<file path="src/hdl/gnd_pkg.sv">
`default_nettype none
package gnd_pkg;

    localparam int NUM_DENOMS_DEF  = 6;
    localparam int AMOUNT_BITS_DEF = 24;
    localparam int VALUE_BITS      = 16;
    localparam int COUNT_REG_BITS  = 3;

    localparam int CFG_DENOM_COUNT = 0;
    localparam int CFG_DENOM_BASE  = 1;

    typedef struct packed {
        logic clear;
        logic shift;
    } cell_ctrl_t;

endpackage
`default_nettype wire

</file>
<file path="src/hdl/greedy_note_dispenser.sv">
// Operation: sorts the note table into the cell chain, then per table entry until the
// remainder is zero: a check step, a bit-serial divide, and an emit step for a
// nonzero quotient that may stall on out_stall.
// Throughput: one item at a time; a zero amount is taken without a payout.
// Reset: asynchronous, active low; clears control state, all config regs to 1.
`default_nettype none
module greedy_note_dispenser #(
    parameter int NUM_DENOMS  = gnd_pkg::NUM_DENOMS_DEF,
    parameter int AMOUNT_BITS = gnd_pkg::AMOUNT_BITS_DEF
) (
    input  wire logic                               clk,
    input  wire logic                               rst_n,
    input  wire logic                               cfg_valid,
    output logic                                    cfg_ready,
    input  wire logic [$clog2(NUM_DENOMS+1)-1:0]    cfg_index,
    input  wire logic [gnd_pkg::VALUE_BITS-1:0]     cfg_data,
    input  wire logic                               in_valid,
    output logic                                    in_stall,
    input  wire logic [AMOUNT_BITS-1:0]             amount,
    output logic                                    out_valid,
    input  wire logic                               out_stall,
    output logic [gnd_pkg::VALUE_BITS-1:0]          note_value,
    output logic [AMOUNT_BITS-1:0]                  note_count,
    output logic                                    last
);
    import gnd_pkg::*;

    localparam int DEPTH     = NUM_DENOMS + 1;
    localparam int SORT_LEN  = 2 * DEPTH;
    localparam int IDX_BITS  = $clog2(NUM_DENOMS + 1);
    localparam int DI_BITS   = (NUM_DENOMS > 1) ? $clog2(NUM_DENOMS) : 1;
    localparam int CNT_BITS  = $clog2(SORT_LEN + 1);
    localparam logic [COUNT_REG_BITS-1:0] MAX_USED =
        (NUM_DENOMS > 7) ? COUNT_REG_BITS'(7) : COUNT_REG_BITS'(NUM_DENOMS);

    localparam logic [2:0] S_IDLE  = 3'd0;
    localparam logic [2:0] S_SORT  = 3'd1;
    localparam logic [2:0] S_CHECK = 3'd2;
    localparam logic [2:0] S_DIV   = 3'd3;
    localparam logic [2:0] S_EMIT  = 3'd4;

    logic [2:0]                state_reg, state_next;
    logic [CNT_BITS-1:0]       cnt_reg, cnt_next;
    logic [AMOUNT_BITS-1:0]    rem_reg, rem_next;
    logic [COUNT_REG_BITS-1:0] denom_count_reg;
    logic [VALUE_BITS-1:0]     denom_reg [NUM_DENOMS];

    logic                      out_valid_reg, out_valid_next;
    logic [VALUE_BITS-1:0]     note_value_reg;
    logic [AMOUNT_BITS-1:0]    note_count_reg;
    logic                      last_reg;
    logic                      load_out;

    logic [COUNT_REG_BITS-1:0] used3;
    logic [CNT_BITS-1:0]       used_n;
    logic                      feed_valid;
    logic [VALUE_BITS-1:0]     feed_value;
    logic                      accept;
    logic                      div_start;
    logic                      div_done;
    logic [AMOUNT_BITS-1:0]    div_q;
    logic [VALUE_BITS-1:0]     div_r;
    cell_ctrl_t                cell_ctrl;

    logic                      hold_valid [DEPTH];
    logic [VALUE_BITS-1:0]     hold_value [DEPTH];
    logic                      pass_valid [DEPTH];
    logic [VALUE_BITS-1:0]     pass_value [DEPTH];

    assign cfg_ready = 1'b1;
    assign in_stall  = (state_reg != S_IDLE);
    assign accept    = in_valid && !in_stall;

    always_ff @(posedge clk or negedge rst_n)
    begin
        if (!rst_n)
        begin
            denom_count_reg <= COUNT_REG_BITS'(1);
            for (int i = 0; i < NUM_DENOMS; i++)
            begin
                denom_reg[i] <= VALUE_BITS'(1);
            end
        end
        else if (cfg_valid && cfg_ready)
        begin
            if (cfg_index == IDX_BITS'(CFG_DENOM_COUNT))
            begin
                denom_count_reg <= cfg_data[COUNT_REG_BITS-1:0];
            end
            else if (cfg_index <= IDX_BITS'(NUM_DENOMS))
            begin
                denom_reg[DI_BITS'(cfg_index - IDX_BITS'(CFG_DENOM_BASE))] <= cfg_data;
            end
        end
    end

    always_comb
    begin
        used3 = denom_count_reg;
        if (used3 == '0)
        begin
            used3 = COUNT_REG_BITS'(1);
        end
        else if (used3 > MAX_USED)
        begin
            used3 = MAX_USED;
        end
    end

    assign used_n     = CNT_BITS'(used3);
    assign feed_valid = (state_reg == S_SORT) && (cnt_reg <= used_n);
    assign feed_value = (cnt_reg < used_n) ? denom_reg[cnt_reg[DI_BITS-1:0]]
                                           : VALUE_BITS'(1);

    genvar g;
    generate
        for (g = 0; g < DEPTH; g++)
        begin : g_cell
            logic                  cin_valid;
            logic [VALUE_BITS-1:0] cin_value;
            logic                  cnb_valid;
            logic [VALUE_BITS-1:0] cnb_value;

            if (g == 0)
            begin : g_head
                assign cin_valid = feed_valid;
                assign cin_value = feed_value;
            end
            else
            begin : g_body
                assign cin_valid = pass_valid[g-1];
                assign cin_value = pass_value[g-1];
            end

            if (g == DEPTH - 1)
            begin : g_tail
                assign cnb_valid = 1'b0;
                assign cnb_value = '0;
            end
            else
            begin : g_link
                assign cnb_valid = hold_valid[g+1];
                assign cnb_value = hold_value[g+1];
            end

            gnd_cell u_cell (
                .clk        (clk),
                .rst_n      (rst_n),
                .ctrl       (cell_ctrl),
                .in_valid   (cin_valid),
                .in_value   (cin_value),
                .nb_valid   (cnb_valid),
                .nb_value   (cnb_value),
                .hold_valid (hold_valid[g]),
                .hold_value (hold_value[g]),
                .pass_valid (pass_valid[g]),
                .pass_value (pass_value[g])
            );
        end
    endgenerate

    gnd_divider #(
        .AMOUNT_BITS (AMOUNT_BITS)
    ) u_divider (
        .clk       (clk),
        .rst_n     (rst_n),
        .start     (div_start),
        .dividend  (rem_reg),
        .divisor   (hold_value[0]),
        .done      (div_done),
        .quotient  (div_q),
        .remainder (div_r)
    );

    always_comb
    begin
        state_next      = state_reg;
        cnt_next        = cnt_reg;
        rem_next        = rem_reg;
        out_valid_next  = out_valid_reg && out_stall;
        load_out        = 1'b0;
        div_start       = 1'b0;
        cell_ctrl.clear = 1'b0;
        cell_ctrl.shift = 1'b0;
        unique case (state_reg)
            S_IDLE:
            begin
                if (accept && (amount != '0))
                begin
                    rem_next        = amount;
                    cnt_next        = '0;
                    cell_ctrl.clear = 1'b1;
                    state_next      = S_SORT;
                end
            end
            S_SORT:
            begin
                cnt_next = cnt_reg + 1'b1;
                if (cnt_reg == CNT_BITS'(SORT_LEN - 1))
                begin
                    state_next = S_CHECK;
                end
            end
            S_CHECK:
            begin
                if (rem_reg == '0)
                begin
                    state_next = S_IDLE;
                end
                else if (hold_value[0] == '0)
                begin
                    cell_ctrl.shift = 1'b1;
                end
                else
                begin
                    div_start  = 1'b1;
                    state_next = S_DIV;
                end
            end
            S_DIV:
            begin
                if (div_done)
                begin
                    state_next = S_EMIT;
                end
            end
            S_EMIT:
            begin
                if (div_q == '0)
                begin
                    cell_ctrl.shift = 1'b1;
                    state_next      = S_CHECK;
                end
                else if (!out_valid_reg || !out_stall)
                begin
                    load_out        = 1'b1;
                    out_valid_next  = 1'b1;
                    rem_next        = AMOUNT_BITS'(div_r);
                    cell_ctrl.shift = 1'b1;
                    state_next      = S_CHECK;
                end
            end
            default:
            begin
                state_next = S_IDLE;
            end
        endcase
    end

    always_ff @(posedge clk or negedge rst_n)
    begin
        if (!rst_n)
        begin
            state_reg     <= S_IDLE;
            cnt_reg       <= '0;
            rem_reg       <= '0;
            out_valid_reg <= 1'b0;
        end
        else
        begin
            state_reg     <= state_next;
            cnt_reg       <= cnt_next;
            rem_reg       <= rem_next;
            out_valid_reg <= out_valid_next;
        end
    end

    always_ff @(posedge clk)
    begin
        if (load_out)
        begin
            note_value_reg <= hold_value[0];
            note_count_reg <= div_q;
            last_reg       <= (div_r == '0);
        end
    end

    assign out_valid  = out_valid_reg;
    assign note_value = note_value_reg;
    assign note_count = note_count_reg;
    assign last       = last_reg;

endmodule
`default_nettype wire

</file>
<file path="src/hdl/gnd_cell.sv">
`default_nettype none
module gnd_cell (
    input  wire logic                       clk,
    input  wire logic                       rst_n,
    input  wire gnd_pkg::cell_ctrl_t        ctrl,
    input  wire logic                       in_valid,
    input  wire logic [gnd_pkg::VALUE_BITS-1:0] in_value,
    input  wire logic                       nb_valid,
    input  wire logic [gnd_pkg::VALUE_BITS-1:0] nb_value,
    output logic                            hold_valid,
    output logic [gnd_pkg::VALUE_BITS-1:0]  hold_value,
    output logic                            pass_valid,
    output logic [gnd_pkg::VALUE_BITS-1:0]  pass_value
);
    import gnd_pkg::*;

    logic                  hold_valid_reg, hold_valid_next;
    logic                  pass_valid_reg, pass_valid_next;
    logic [VALUE_BITS-1:0] hold_value_reg, hold_value_next;
    logic [VALUE_BITS-1:0] pass_value_reg, pass_value_next;

    always_comb
    begin
        hold_valid_next = hold_valid_reg;
        hold_value_next = hold_value_reg;
        pass_valid_next = 1'b0;
        pass_value_next = pass_value_reg;
        priority if (ctrl.clear)
        begin
            hold_valid_next = 1'b0;
        end
        else if (ctrl.shift)
        begin
            hold_valid_next = nb_valid;
            hold_value_next = nb_value;
        end
        else if (in_valid)
        begin
            if (!hold_valid_reg)
            begin
                hold_valid_next = 1'b1;
                hold_value_next = in_value;
            end
            else if (in_value > hold_value_reg)
            begin
                // keep the larger value, push the smaller one on
                hold_value_next = in_value;
                pass_valid_next = 1'b1;
                pass_value_next = hold_value_reg;
            end
            else
            begin
                pass_valid_next = 1'b1;
                pass_value_next = in_value;
            end
        end
    end

    always_ff @(posedge clk or negedge rst_n)
    begin
        if (!rst_n)
        begin
            hold_valid_reg <= 1'b0;
            pass_valid_reg <= 1'b0;
        end
        else
        begin
            hold_valid_reg <= hold_valid_next;
            pass_valid_reg <= pass_valid_next;
        end
    end

    always_ff @(posedge clk)
    begin
        hold_value_reg <= hold_value_next;
        pass_value_reg <= pass_value_next;
    end

    assign hold_valid = hold_valid_reg;
    assign hold_value = hold_value_reg;
    assign pass_valid = pass_valid_reg;
    assign pass_value = pass_value_reg;

endmodule
`default_nettype wire

</file>
<file path="src/hdl/gnd_divider.sv">
`default_nettype none
module gnd_divider #(
    parameter int AMOUNT_BITS = gnd_pkg::AMOUNT_BITS_DEF
) (
    input  wire logic                          clk,
    input  wire logic                          rst_n,
    input  wire logic                          start,
    input  wire logic [AMOUNT_BITS-1:0]        dividend,
    input  wire logic [gnd_pkg::VALUE_BITS-1:0] divisor,
    output logic                               done,
    output logic [AMOUNT_BITS-1:0]             quotient,
    output logic [gnd_pkg::VALUE_BITS-1:0]     remainder
);
    import gnd_pkg::*;

    localparam int STEP_BITS = $clog2(AMOUNT_BITS + 1);

    logic                  busy_reg;
    logic                  done_reg;
    logic [STEP_BITS-1:0]  step_reg;
    logic [AMOUNT_BITS-1:0] quot_reg;
    logic [VALUE_BITS-1:0] rem_reg;
    logic [VALUE_BITS-1:0] divisor_reg;
    logic [VALUE_BITS:0]   trial;
    logic                  fits;

    assign trial = {rem_reg, quot_reg[AMOUNT_BITS-1]};
    assign fits  = trial >= {1'b0, divisor_reg};

    always_ff @(posedge clk or negedge rst_n)
    begin
        if (!rst_n)
        begin
            busy_reg <= 1'b0;
            done_reg <= 1'b0;
            step_reg <= '0;
        end
        else
        begin
            done_reg <= 1'b0;
            if (start)
            begin
                busy_reg <= 1'b1;
                step_reg <= STEP_BITS'(AMOUNT_BITS);
            end
            else if (busy_reg)
            begin
                step_reg <= step_reg - 1'b1;
                if (step_reg == STEP_BITS'(1))
                begin
                    busy_reg <= 1'b0;
                    done_reg <= 1'b1;
                end
            end
        end
    end

    always_ff @(posedge clk)
    begin
        if (start)
        begin
            rem_reg     <= '0;
            quot_reg    <= dividend;
            divisor_reg <= divisor;
        end
        else if (busy_reg)
        begin
            if (fits)
            begin
                rem_reg <= VALUE_BITS'(trial - {1'b0, divisor_reg});
            end
            else
            begin
                rem_reg <= trial[VALUE_BITS-1:0];
            end
            quot_reg <= {quot_reg[AMOUNT_BITS-2:0], fits};
        end
    end

    assign done      = done_reg;
    assign quotient  = quot_reg;
    assign remainder = rem_reg;

endmodule
`default_nettype wire

</file>
<file path="config.mk">
export PLATFORM = sky130hd
export DESIGN_NAME = greedy_note_dispenser
export DESIGN_NICKNAME = d
export VERILOG_FILES = /design/src/hdl/gnd_pkg.sv /design/src/hdl/greedy_note_dispenser.sv /design/src/hdl/gnd_cell.sv /design/src/hdl/gnd_divider.sv
export SDC_FILE = /design/constraint.sdc
export NUM_CORES = 1
export LEC_CHECK = 0
export ABC_CLOCK_PERIOD_IN_PS = 4900
export BUFFER_PORTS_ARGS = -buffer_cell sky130_fd_sc_hd__buf_2
export CORE_AREA = 2 2 247 249
export DETAILED_ROUTE_END_ITERATION = 16
export DIE_AREA = 0 0 249 251
export HOLD_SLACK_MARGIN = 0.02
export SLEW_MARGIN = 20
export SYNTH_ARGS = -nofsm -noshare
export SYNTH_HDL_FRONTEND = slang
export SYNTH_SLANG_ARGS = --single-unit
</file>
<file path="constraint.sdc">
create_clock -name clk -period 4.9 [get_ports clk]
set_input_delay 0.49 -clock clk [delete_from_list [all_inputs] [get_ports clk]]
set_output_delay 0.49 -clock clk [all_outputs]
set_load 0.01 [all_outputs]
</file>
After elaboration in Yosys (flattened, before gate mapping). Index checks and enable logic that the tools add are counted.

Reduce and logical (&&, ||, !) cells: 53. Multiplexer cells: 127. Order comparisons: 15. Eq/ne operators: 20. Bitwise logic cells: 5. Add/subtract/negate cells: 4.

Operators with widths (number): $mux 16 (38); $mux 24 (5); $gt 16x16->1 (7); $bwmux 96 (1); $mux 1 (65); $bmux 16 s3 (1); $demux 16 s3 (1); $logic_not 24->1 (2); $pmux 24 s2 (1); $logic_not 16->1 (2); $reduce_and 4->1 (7); $mux 3 (9); $ne 3x3->1 const B (9); $reduce_and 3->1 (8); $reduce_bool 24->1 (1); $reduce_bool 3->1 (8); $reduce_bool 2->1 (10); $ge 17x16->1 (1); $sub 16x16->16 (1); $pmux 3 s5 (1); $mux 5 (2); $logic_not 3->1 (3); $ge 4x4->1 const B (2); $not 3->4 (2); 24 further kinds (37).

Word-level logic and storage cells: 270. Output and inout bits: 44. Register bits after elaboration: 456. Bits of input ports: 48.

Logic depth before layout (Yosys ltp). Gate-level depths: netlist (run 1).

Depth in word-level cells: 10. Mapped depth: 19. Depth with buffers taken out: 15.

Cells and area by module. From an unflattened synthesis (run 1), not the netlist that was laid out.

Cell total of the unflattened synthesis: 2338. Area, all modules: 27376.3 um^2.

By module, submodules not included: gnd_cell (instances 7, area each 2304.7 um^2, cells an instance 214, sequential area each 1011.0 um^2); greedy_note_dispenser (instances 1, area each 7763.7 um^2, cells an instance 534, sequential area each 4518.1 um^2); gnd_divider (instances 1, area each 3479.6 um^2, cells an instance 306, sequential area each 1696.6 um^2).

Least setup slack after synthesis (run 1). No wires, ideal clock.

Path kind: register to register. Start: reg cnt_reg[0]. End: reg g_cell[0].u_cell.hold_value_reg[0] (enable). Stages on the path, launching flop included: 20. Path slack: 0.433 ns. Period minus slack after synthesis: 4.467 ns. Setup time: 0.326 ns. Data arrival time: 4.142 ns. Cells stage by stage: dfrtp_1 > buf_2 > buf_4 > buf_2 > inv_1 > ha_1 > nor2b_1 > o21a_1 > nor3_1 > clkbuf_1 > nand2_1 > inv_1 > ha_1 > and3_1 > a221o_1 > a221oi_1 > a21boi_0 > buf_2 > buf_4 > o22a_1.

Word-level cells in the longest chain between the ends: 8. Elaborated cells on any way between the ends: 12.

Ends and longest elaborated chain: start: declaration (RTL line greedy_note_dispenser.sv:43) `logic [CNT_BITS-1:0] cnt_reg, cnt_next;`; start signal: assignment (RTL line greedy_note_dispenser.sv:262) `cnt_reg <= cnt_next;`; $not 3->4 (not written as such) (RTL line greedy_note_dispenser.sv:112) `assign feed_value = (cnt_reg < used_n) ? denom_reg[cnt_reg[DI_BITS-1:0]]`; $bmux 16 s3 (RTL line greedy_note_dispenser.sv:112); $mux 16 (not written as such) (2 in a row) (RTL line greedy_note_dispenser.sv:112); $mux 16 (RTL line greedy_note_dispenser.sv:112); $gt 16x16->1 (RTL line gnd_cell.sv:44) `else if (in_value > hold_value_reg)`; $ne 3x3->1 (no line); $reduce_and 3->1 (no line) (*); end signal: assignment (RTL line gnd_cell.sv:75) `hold_value_reg <= hold_value_next;`; end: declaration (RTL line gnd_cell.sv:19) `logic [VALUE_BITS-1:0] hold_value_reg, hold_value_next;`.

Mark *: on every way between the ends. The rest lies on a longest branch, timed or not. The select of a mux whose other input is x is not followed. A chain may end at the register's enable or synchronous reset.

Final worst setup path (run 1).
Start: reg cnt_reg[0]. End: reg g_cell[0].u_cell.hold_value_reg[14] (enable).

Same word-level chain as after synthesis.

==> results of run 1 <==
[path summary, 6_finish.rpt]
path	from	end	slack, ns	cells past startpoint
setup / recovery	cnt_reg[0]$_DFFE_PN0P_	g_cell[0].u_cell.hold_value[14]$_DFFE_PP_	0.81	12
hold / removal	amount[20]	rem_reg[20]$_DFFE_PN0P_	0.15	2
setup reg to reg	cnt_reg[0]$_DFFE_PN0P_	g_cell[0].u_cell.hold_value[14]$_DFFE_PP_	0.81	12
hold reg to reg	u_divider.quotient[15]$_DFFE_PP_	note_count[15]$_DFFE_PP_	0.48	0
max in group asynchronous	rst_n	rem_reg[5]$_DFFE_PN0P_	3.32	3
min in group asynchronous	rst_n	denom_reg[44]$_DFFE_PN0P_	0.47	2
[cells by family (layout without fill, tap and decap cells)]
group           count (synthesis)  in the layout
buf+inv                       241            368
xor+xnor                       14             14
other cells                     1              1
simple gates                  412            412
mux                           270            270
flops                         456            456
fa+ha+maj                     140            140
compound gates                367            367
[power groups by stage]
stage | Sequential [mW] | Clock [mW] | Combinational [mW]
after floorplan | 5.96 | 0 | 4.09
after global placement | 6.43 | 0 | 4.99
after detailed placement | 6.45 | 0 | 5.12
after CTS | 6.38 | 3.66 | 5.16
after global routing | 6.50 | 3.82 | 5.77
final | 6.38 | 3.57 | 5.13
[cell usage in the layout, fill, tap and decap left out, types with 51 or more instances in the layout]
cell       synthesis  layout
edfxtp_1         289     289
mux2_2           204     204
nand2_1          196     196
inv_1            163     163
dfrtp_1          144     143
ha_1             138     138
o21ai_0          110     110
buf_2             43      89
o21ai_1           72      71
a21oi_1           57      55
clkbuf_16          0      51
[metrics by stage]
step | worst slack, ns | cell area [um2] | std cells | hold slack (ns)
floorplan | 0.433 | 23100 | 1901 | 0.194
global placement | 0.858 | 24400 | 2720 | 0.457
detailed placement | 0.719 | 24400 | 2720 | 0.469
CTS | 0.693 | 25900 | 2810 | 0.114
global route | 0.493 | 25900 | 2810 | 0.132
finish | 0.810 | 25900 | 2810 | 0.148
[layer usage]
metal,wire length (um),vias to the layer above
met3,2360,100
met5,0,-
met2,24400,277
li1,-,7181
met4,1560,0
met1,24300,7386
[cell type report]
| type | instances | area share [%] |
|---|---|---|
| inverter | 165 | 2.39 |
| tap | 782 | 3.77 |
| sequential | 456 | 49.3 |
| timing repair buffer | 114 | 2.46 |
| clock buffer | 76 | 5.55 |
| multi-input combinational | 1204 | 36.2 |
| clock inverter | 13 | 0.357 |
[timing repair]
| action | in CTS | in global routing |
|---|---|---|
| hold endpoints to repair | 58 | 0 |
| endpoints found under the setup margin | 0 | 0 |
| hold buffers | 1 | 0 |
==> metrics.yaml, run 1 <==
status: "completed"
cap_violations: 0
critPathBufInv: 2
io_buffers: 90
ys_warn_count: 0
start_util_pct: 38.7
cp_slowest_cell: "dfrtp_2"
synthXorXnorAreaFrac_pct: 0.530
power.density_nw_per_um2: 581
tritoncts: "built"
power.switching_mw: 5.22
antenna_found_initial: 2
hold_class: "input port to flip-flop"
cp_top_family: "compound AO/OA/AOI/OAI gates"
max_freq_mhz: 245
regArea_um2: 12800
critPathArrivalTime_ns: 4.29
cp.required_ns: 5.10
synth_edf_count: 289
cts_resized: 0
hold_viol_final: 0
final_util_pct: 43.4
gp_congestion: 0.860
fp.dieArea_um2: 62500
min_period_over_period_pct: 83.5
synth_nets: 2088
setup-tns-final_ns: 0
ys.flop_type: "edfxtp_1"
nNetsFinal: 2178
intPower_mw: 9.86
multi_input_area_um2: 9390
cts_root_buffer: "clkbuf_16"
drt_iter0_drc: 905
ir_drop_mv: 0.275
period_needed_ns: 4.09
synth_cells: 1901
cp_max_fo: 22
slowest_delay_ns: 0.77
leakagePower_nw: 10.7
gr-usage-all-layers_pct: 17.0
synth-adder-area-share_pct: 7.60
cts_buffers: 50
cp-start-kind: "flip-flop"
setup_violations: 0
cts_max_path_buffers: 3
crit_type: "flip-flop to flip-flop"
htreeDepth: 2
synthTopCellsByCount: "289 x edfxtp_1, 204 x mux2_2, 196 x nand2_1"
dr.pass1.iters: 5
synth_top_cells_by_area: "edfxtp_1 38%, dfrtp_1 16%, mux2_2 9.9%"
antenna_left: 0
pwr-share-clk_pct: 23.7
ios: 92
drive_above_1_share_pct: 21.4
path_cells: "buf_4, mux4_2, nand2_1, o21ai_0, nand2_1, inv_1, ha_1, and4_1, and3_1, o31ai_1, a21boi_2, o22a_1"
hpwl_um: 38700
die_w_um: 249
grt_pass1_wl_um: 85500
swShare_pct: 34.6
post-cts-setup-buffer-count: 0
crit_top_cell: "nand2_1"
gr-usage-met1_pct: 23.1
antenna_cells: 0
busiest_layer: "met2"
cp-end-kind: "flip-flop"
drt-total-wl_um: 52600
vias_per_cell: 5.32
globalRouteMet3Util_pct: 2.71
rsz0062_at_grt: "false"
rows: 90
avgSynthCellArea_um2: 12.2
drcViolationCount: 0
pwr-share-comb_pct: 34.0
worstMarginPinSlew_ns: 1.06
seqPwrFrac_pct: 42.3
fillCellCount: 5494
synth.most_common_cell: "edfxtp_1"
area_delta_synth_final_pct: 12.2
grt_pass1_vias: 15300
clk_pin_slew_ns: 0.06
ys_seq_area_share_pct: 55.3
synth_compound_area_share_pct: 9.87
core_um2: 59800
grt_max_degree: 65
drv_slew: 0
largest_reg_flops: 112
finClkSkew_ns: 0.0227
yosysTopAreaCell: "edfxtp_1"
synth_top_area_share_pct: 37.5
yosys.area_share.simple_pct: 8.67
synth_top_family_by_area: "multiplexers"
met2_usage_pct: 27.6
die_h_um: 251
synthesis.area_um2: 23100
wl_per_cell_um: 18.7
cts.sinks: 456
yosys_register_bits: 456
async_flop_share_pct: 33.1
clkLatencyLatePin_ns: 0.59
yosys.cell_types.count: 81
maxSlewHeadroom_pct: 29.6
grt-ovfl-total: 0
vias: 14900
power_mw: 15.1
muxShareOfSynthArea_pct: 13.7
No activity file was read; power rests on OpenSTA's default activity.
==> run 2, diff against run 1 <==
ABC_CLOCK_PERIOD_IN_PS = 3900   (was 4900)
clock period = 3.9 ns   (was 4.9 ns; I/O delays follow)
==> run 2 against run 1 <==
  * Non-clock buffer count grew 18
  * Core utilization grew 0.35 points
  * Final cell count grew 0.75%
  * Global-route usage is essentially flat
  * First-iteration DRC count grew 3.3%
  * Count of clock-buffer cells in the layout shrank 3
  * Sequential share of layout area shrank 0.39 points
  * Via count shrank 0.17%
  * Fmax grew 12%
  * Critical path type unchanged
  * Critical endpoint unchanged
  * Largest cell class unchanged
==> metrics.yaml, run 2 (synthesis results as in run 1) <==
hold_class: "input port to flip-flop"
cp_slowest_cell: "dfstp_2"
status: "completed"
final_common_cell: "edfxtp_1"
clkLatencyLatePin_ns: 0.60  # about the same
htreeDepth: 2  # unchanged
dr.pass1.iters: 5  # unchanged
clk_pin_slew_ns: 0.06  # about the same
start_util_pct: 38.7  # unchanged
die_h_um: 251  # unchanged
crit_type: "flip-flop to flip-flop"
max_freq_mhz: 273  # +12%
power.density_nw_per_um2: 732  # +26%
antenna_found_initial: 0  # -2
fillCellCount: 5512  # +0.33%
setup_violations: 0  # unchanged
vias_per_cell: 5.27  # -0.91%
worstMarginPinSlew_ns: 1.07  # +0.0119 ns
antenna_left: 0  # unchanged
grt_pass1_vias: 15400  # +0.62%
hp-start: "amount[20]"
fp.dieArea_um2: 62500  # unchanged
min_period_over_period_pct: 94.0  # +11 points
slowest_delay_ns: 0.54  # -0.23 ns
busiest_layer: "met2"
path_depth: 13  # +1
die_w_um: 249  # unchanged
r2r_cells: 13  # +1
ios: 92  # unchanged
antenna_cells: 0  # unchanged
ir_drop_mv: 0.433  # +57%
grt_pass1_wl_um: 85500  # about the same
setup-tns-final_ns: 0  # unchanged
power_mw: 19.1  # +27%
cap_violations: 0  # unchanged
drt_iter0_drc: 935  # +3.3%
rsz0062_at_grt: "false"
drive_above_1_share_pct: 21.9  # +0.51 points
cp_top_family: "compound AO/OA/AOI/OAI gates"
hpwl_um: 38300  # -1.0%
drv_slew: 0  # unchanged
critPathArrivalTime_ns: 3.98  # -0.31 ns
period_needed_ns: 3.67  # -0.424 ns
gp_congestion: 0.840  # -2.2%
tritoncts: "built"
met2_usage_pct: 28.6  # +0.99 points
core_um2: 59800  # unchanged
rrSetupSlack_ns: 0.23  # -0.58 ns
cts_root_buffer: "clkbuf_16"
cts_max_path_buffers: 3  # unchanged
area_delta_synth_final_pct: 13.1
cts.sinks: 456  # unchanged
gr-usage-met1_pct: 22.8  # -0.26 points
cts_buffers: 50  # unchanged
wl_per_cell_um: 18.6  # -0.77%
io_buffers: 90  # unchanged
globalRouteMet3Util_pct: 2.50  # -0.22 points
finClkSkew_ns: 0.0194  # -0.00333 ns
path_cells: "maj3_1, ha_1, nor2b_1, o21a_1, nor3_4, nand2_1, inv_1, ha_1, and3_1, a221o_1, a221oi_1, a21boi_2, o22a_4"
largest_reg_flops: 112  # unchanged
critPathLaunch: "denom_count_reg[0]$_DFFE_PN1P_"
crit_end: "g_cell[0].u_cell.hold_value[14]$_DFFE_PP_"
grt-ovfl-total: 0  # unchanged
nNetsFinal: 2196  # +0.83%
crit_top_cell: "ha_1"
leakagePower_nw: 10.9  # +1.1%
grt_max_degree: 94  # +45%
drt-total-wl_um: 52600  # about the same
r2r-end: "g_cell[0].u_cell.hold_value[14]$_DFFE_PP_"
cts_resized: 0  # unchanged
r2r-start: "denom_count_reg[0]$_DFFE_PN1P_"
hold_viol_final: 0  # unchanged
cp-end-kind: "flip-flop"
final_util_pct: 43.7  # +0.35 points
final_cell_mix: "289 x edfxtp_1, 204 x mux2_2, 196 x nand2_1"
cp_max_fo: 16  # -27%
rows: 90  # unchanged
cp-start-kind: "flip-flop"
critPathBufInv: 1  # -1
maxSlewHeadroom_pct: 28.8  # -0.79 points
gr-usage-all-layers_pct: 17.0  # +0.032 points
drcViolationCount: 0  # unchanged
vias: 14900  # -0.17%
cp.required_ns: 4.21  # -0.89 ns
run 2: layout make-up:
class | instances | area [um2] | share of cell area (%)
sequential | 456 | 12800 | 48.9
tap | 782 | 978 | 3.74
clock inverter | 19 | 158 | 0.603
inverter | 165 | 619 | 2.37
timing repair buffer | 132 | 800 | 3.06
clock buffer | 73 | 1420 | 5.43
multi-input combinational | 1204 | 9390 | 35.9
run 2: routing by layer:
metal	share of wire (%)	vias to the layer above	routed length [um]
li1	-	7202	-
met1	46	7414	24400
met2	48	228	25300
met3	3.3	75	1750
met4	2.3	0	1200
met5	0	-	0
run 2: how the worst min path moves through the flow:
stage / slack (ns) / cells past startpoint / to
floorplan: 0.09 / 0 / cnt_reg[0]$_DFFE_PN0P_
global placement: 0.46 / 0 / note_count[15]$_DFFE_PP_
detailed placement: 0.46 / 0 / note_count[9]$_DFFE_PP_
CTS: 0.03 / 2 / rem_reg[20]$_DFFE_PN0P_
global route: 0.05 / 2 / rem_reg[22]$_DFFE_PN0P_
finish: 0.06 / 2 / rem_reg[20]$_DFFE_PN0P_
run 2: repair_timing:
action	4_1_cts	5_1_grt
hold buffers	1	0
setup buffers	0	0
hold endpoints to repair	86	0
setup endpoints to repair	0	0
run 2: where the power goes:
group	internal, mW	switching [mW]
clock network	2.66	1.94
registers	6.87	1.06
logic	3.01	3.61
total	12.5	6.61
run 2: through the flow:
stage | area [um2] | setup WS [ns] | std cells | hold slack (ns)
6_report | 26200 | 0.234 | 2831 | 0.0593
5_1_grt | 26200 | 0.0284 | 2831 | 0.0541
4_1_cts | 26200 | 0.203 | 2831 | 0.0257
3_5_place_dp | 24600 | 0.227 | 2738 | 0.461
3_3_place_gp | 24600 | 0.231 | 2738 | 0.461
2_1_floorplan | 23200 | 0.0244 | 1901 | 0.0944
==> run 3, diff against run 2 <==
ABC_CLOCK_PERIOD_IN_PS = 3500   (was 3900)
clock period = 3.5 ns   (was 3.9 ns; I/O delays follow)
==> run 3 against run 2 <==
  * Critical path depth rose by 4
  * Via count rose by 2.0%
  * Sequential power rose by 11%
  * Core utilization rose by 0.63 points
  * Wire length rose by 1.2%
  * Total power rose by 15%
  * Worst setup slack got worse by 0.10 ns
  * Register-to-register slack got worse by 0.10 ns
  * Final cell count rose by 1.1%
  * Clock skew rose by 0.0016 ns
==> metrics.yaml, run 3 (synthesis results as in run 1) <==
cts_max_path_buffers: 3  # unchanged
setup_violations: 0  # unchanged
tritoncts: "built"
area_delta_synth_final_pct: 14.7
worstMarginPinSlew_ns: 0.928  # -0.140 ns
hpwl_um: 39100  # +2.1%
path_depth: 17  # +4
grt-ovfl-total: 0  # unchanged
finalNonFillerCells: 2861  # +1.1%
largest_reg_flops: 112  # unchanged
hold_viol_final: 0  # unchanged
gr-usage-all-layers_pct: 17.1  # +0.078 points
vias_per_cell: 5.32  # +0.89%
r2r_cells: 17  # +4
fillCellCount: 5392  # -2.2%
min_to: "rem_reg[23]$_DFFE_PN0P_"
die_w_um: 249  # unchanged
min_path_cells: 2  # unchanged
cp.required_ns: 3.82  # -0.39 ns
wl_per_cell_um: 18.6  # +0.13%
post-place-ws_ns: -0.0213  # -0.249 ns
path_cells: "inv_2, maj3_2, ha_4, nor2b_1, o21a_1, nor3_4, buf_4, buf_12, nand2_4, inv_2, ha_1, and3_4, a221o_1, a221oi_2, a21boi_2, buf_6, mux2i_1"
cp-start-kind: "flip-flop"
max_freq_mhz: 297  # +8.9%
crit_type: "flip-flop to flip-flop"
critPathArrivalTime_ns: 3.69  # -0.29 ns
critPathBufInv: 5  # +4
r2r-start: "denom_count_reg[1]$_DFFE_PN0P_"
htreeDepth: 2  # unchanged
power.density_nw_per_um2: 828  # +13%
hp-start: "amount[23]"
drive_above_1_share_pct: 23.7  # +1.8 points
nNetsFinal: 2224  # +1.3%
slowest_delay_ns: 0.36  # -0.18 ns
cp_top_family: "compound AO/OA/AOI/OAI gates"
fp.dieArea_um2: 62500  # unchanged
ir_drop_mv: 0.412  # -4.8%
cap_violations: 0  # unchanged
cp_slowest_cell: "dfrtp_1"
setup_slack_ns: 0.134  # -0.100 ns
cts_root_buffer: "clkbuf_16"
leakagePower_nw: 11.0  # +1.6%
drcViolationCount: 0  # unchanged
post-place-cells: 2754  # +0.58%
finClkSkew_ns: 0.0210  # +0.00165 ns
vias: 15200  # +2.0%
grt_pass1_vias: 15600  # +0.83%
fin_hold_ws_ns: 0.0549  # -0.00439 ns
status: "completed"
ios: 92  # unchanged
rsz0062_at_grt: "true"
io_buffers: 90  # unchanged
antenna_left: 0  # unchanged
die_h_um: 251  # unchanged
clk_pin_slew_ns: 0.06  # about the same
grt_max_degree: 87  # -7.4%
rows: 90  # unchanged
final_common_cell: "edfxtp_1"
power.switching_mw: 7.63  # +15%
swShare_pct: 34.7  # +0.21 points
cp-end-kind: "flip-flop"
crit_top_cell: "inv_2"
rrSetupSlack_ns: 0.13  # -0.10 ns
start_util_pct: 38.7  # unchanged
min_period_over_period_pct: 96.2  # +2.2 points
clkLatencyLatePin_ns: 0.59  # about the same
dr.pass1.iters: 5  # unchanged
pwr-share-clk_pct: 22.9  # -1.1 points
gp_congestion: 0.850  # +1.2%
grt_pass1_wl_um: 85900  # +0.47%
r2r-end: "g_cell[0].u_cell.pass_value[12]$_DFFE_PP_"
drt-total-wl_um: 53300  # +1.2%
drt_iter0_drc: 942  # +0.75%
hold_class: "input port to flip-flop"
core_um2: 59800  # unchanged
drv_slew: 0  # unchanged
cp_max_fo: 8  # -8
antenna_found_initial: 2  # +2
cts_buffers: 50  # unchanged
pwr-share-comb_pct: 37.0  # +2.4 points
maxSlewHeadroom_pct: 38.2  # +9.3 points
final_cell_mix: "289 x edfxtp_1, 204 x mux2_2, 193 x nand2_1"
cts.sinks: 456  # unchanged
seqPwrFrac_pct: 40.1  # -1.3 points
intPower_mw: 14.3  # +14%
period_needed_ns: 3.37  # -0.300 ns
## run 3: metal layers
metal / global-route usage [%] / vias up / part of all wire (%)
met5: 0 / - / 0
met4: 5.19 / 0 / 2.4
met3: 2.27 / 92 / 3.5
met2: 28.8 / 271 / 48
met1: 23.0 / 7554 / 46
li1: - / 7294 / -
## run 3: worst max-delay path by stage
stage                                        start                                   endpoint  slack [ns]
global placement    denom_count_reg[0]$_DFFE_PN1P_   g_cell[0].u_cell.hold_value[6]$_DFFE_PP_        0.02
CTS                 denom_count_reg[0]$_DFFE_PN1P_   g_cell[0].u_cell.pass_value[9]$_DFFE_PP_        0.07
floorplan                   cnt_reg[0]$_DFFE_PN0P_   g_cell[0].u_cell.hold_value[0]$_DFFE_PP_       -0.24
finish              denom_count_reg[1]$_DFFE_PN0P_  g_cell[0].u_cell.pass_value[12]$_DFFE_PP_        0.13
detailed placement          cnt_reg[0]$_DFFE_PN0P_   g_cell[0].u_cell.pass_value[9]$_DFFE_PP_       -0.02
global route        denom_count_reg[0]$_DFFE_PN1P_   g_cell[0].u_cell.pass_value[9]$_DFFE_PP_       -0.04
## run 3: layout make-up
class                   count  area (um2)  area share, %
diodes                      1        2.50        0.00943
multi-input cells        1205        9480           35.7
inverters                 165         622           2.34
repair buffers            159        1110           4.17
clock inverters            19         144          0.542
well taps                 782         978           3.69
flip-flops and latches    456       12800           48.2
clock buffers              74        1410           5.32
## run 3: per-stage QoR
step | TNS (ns) | cell area (um2) | util [%] | power (mW)
final | 0 | 26500 | 44.4 | 22.0
after CTS | 0 | 26400 | 44.2 | 21.8
after global placement | 0 | 24800 | 41.5 | 16.4
after floorplan | -4.46 | 23300 | - | 14.3
after detailed placement | -0.251 | 24800 | 41.5 | 16.6
after global routing | -0.656 | 26500 | 44.4 | 23.4
## run 3: power groups by stage
stage                     Sequential, mW  Combinational [mW]  Clock (mW)
after CTS                           8.80                7.87        5.15
after detailed placement            8.92                7.72           0
final                               8.81                8.12        5.03
after global routing                8.97                9.03        5.36
after global placement              8.90                7.48           0
after floorplan                     8.35                5.99           0
## run 3: timing repair
action,4_1_cts,5_1_grt
pin swaps,0,6
endpoints found under the hold margin,58,0
endpoints found under the setup margin,27,31
setup buffers,2,3
hold buffers,6,0
cloned,0,3
gates resized for setup,1,7
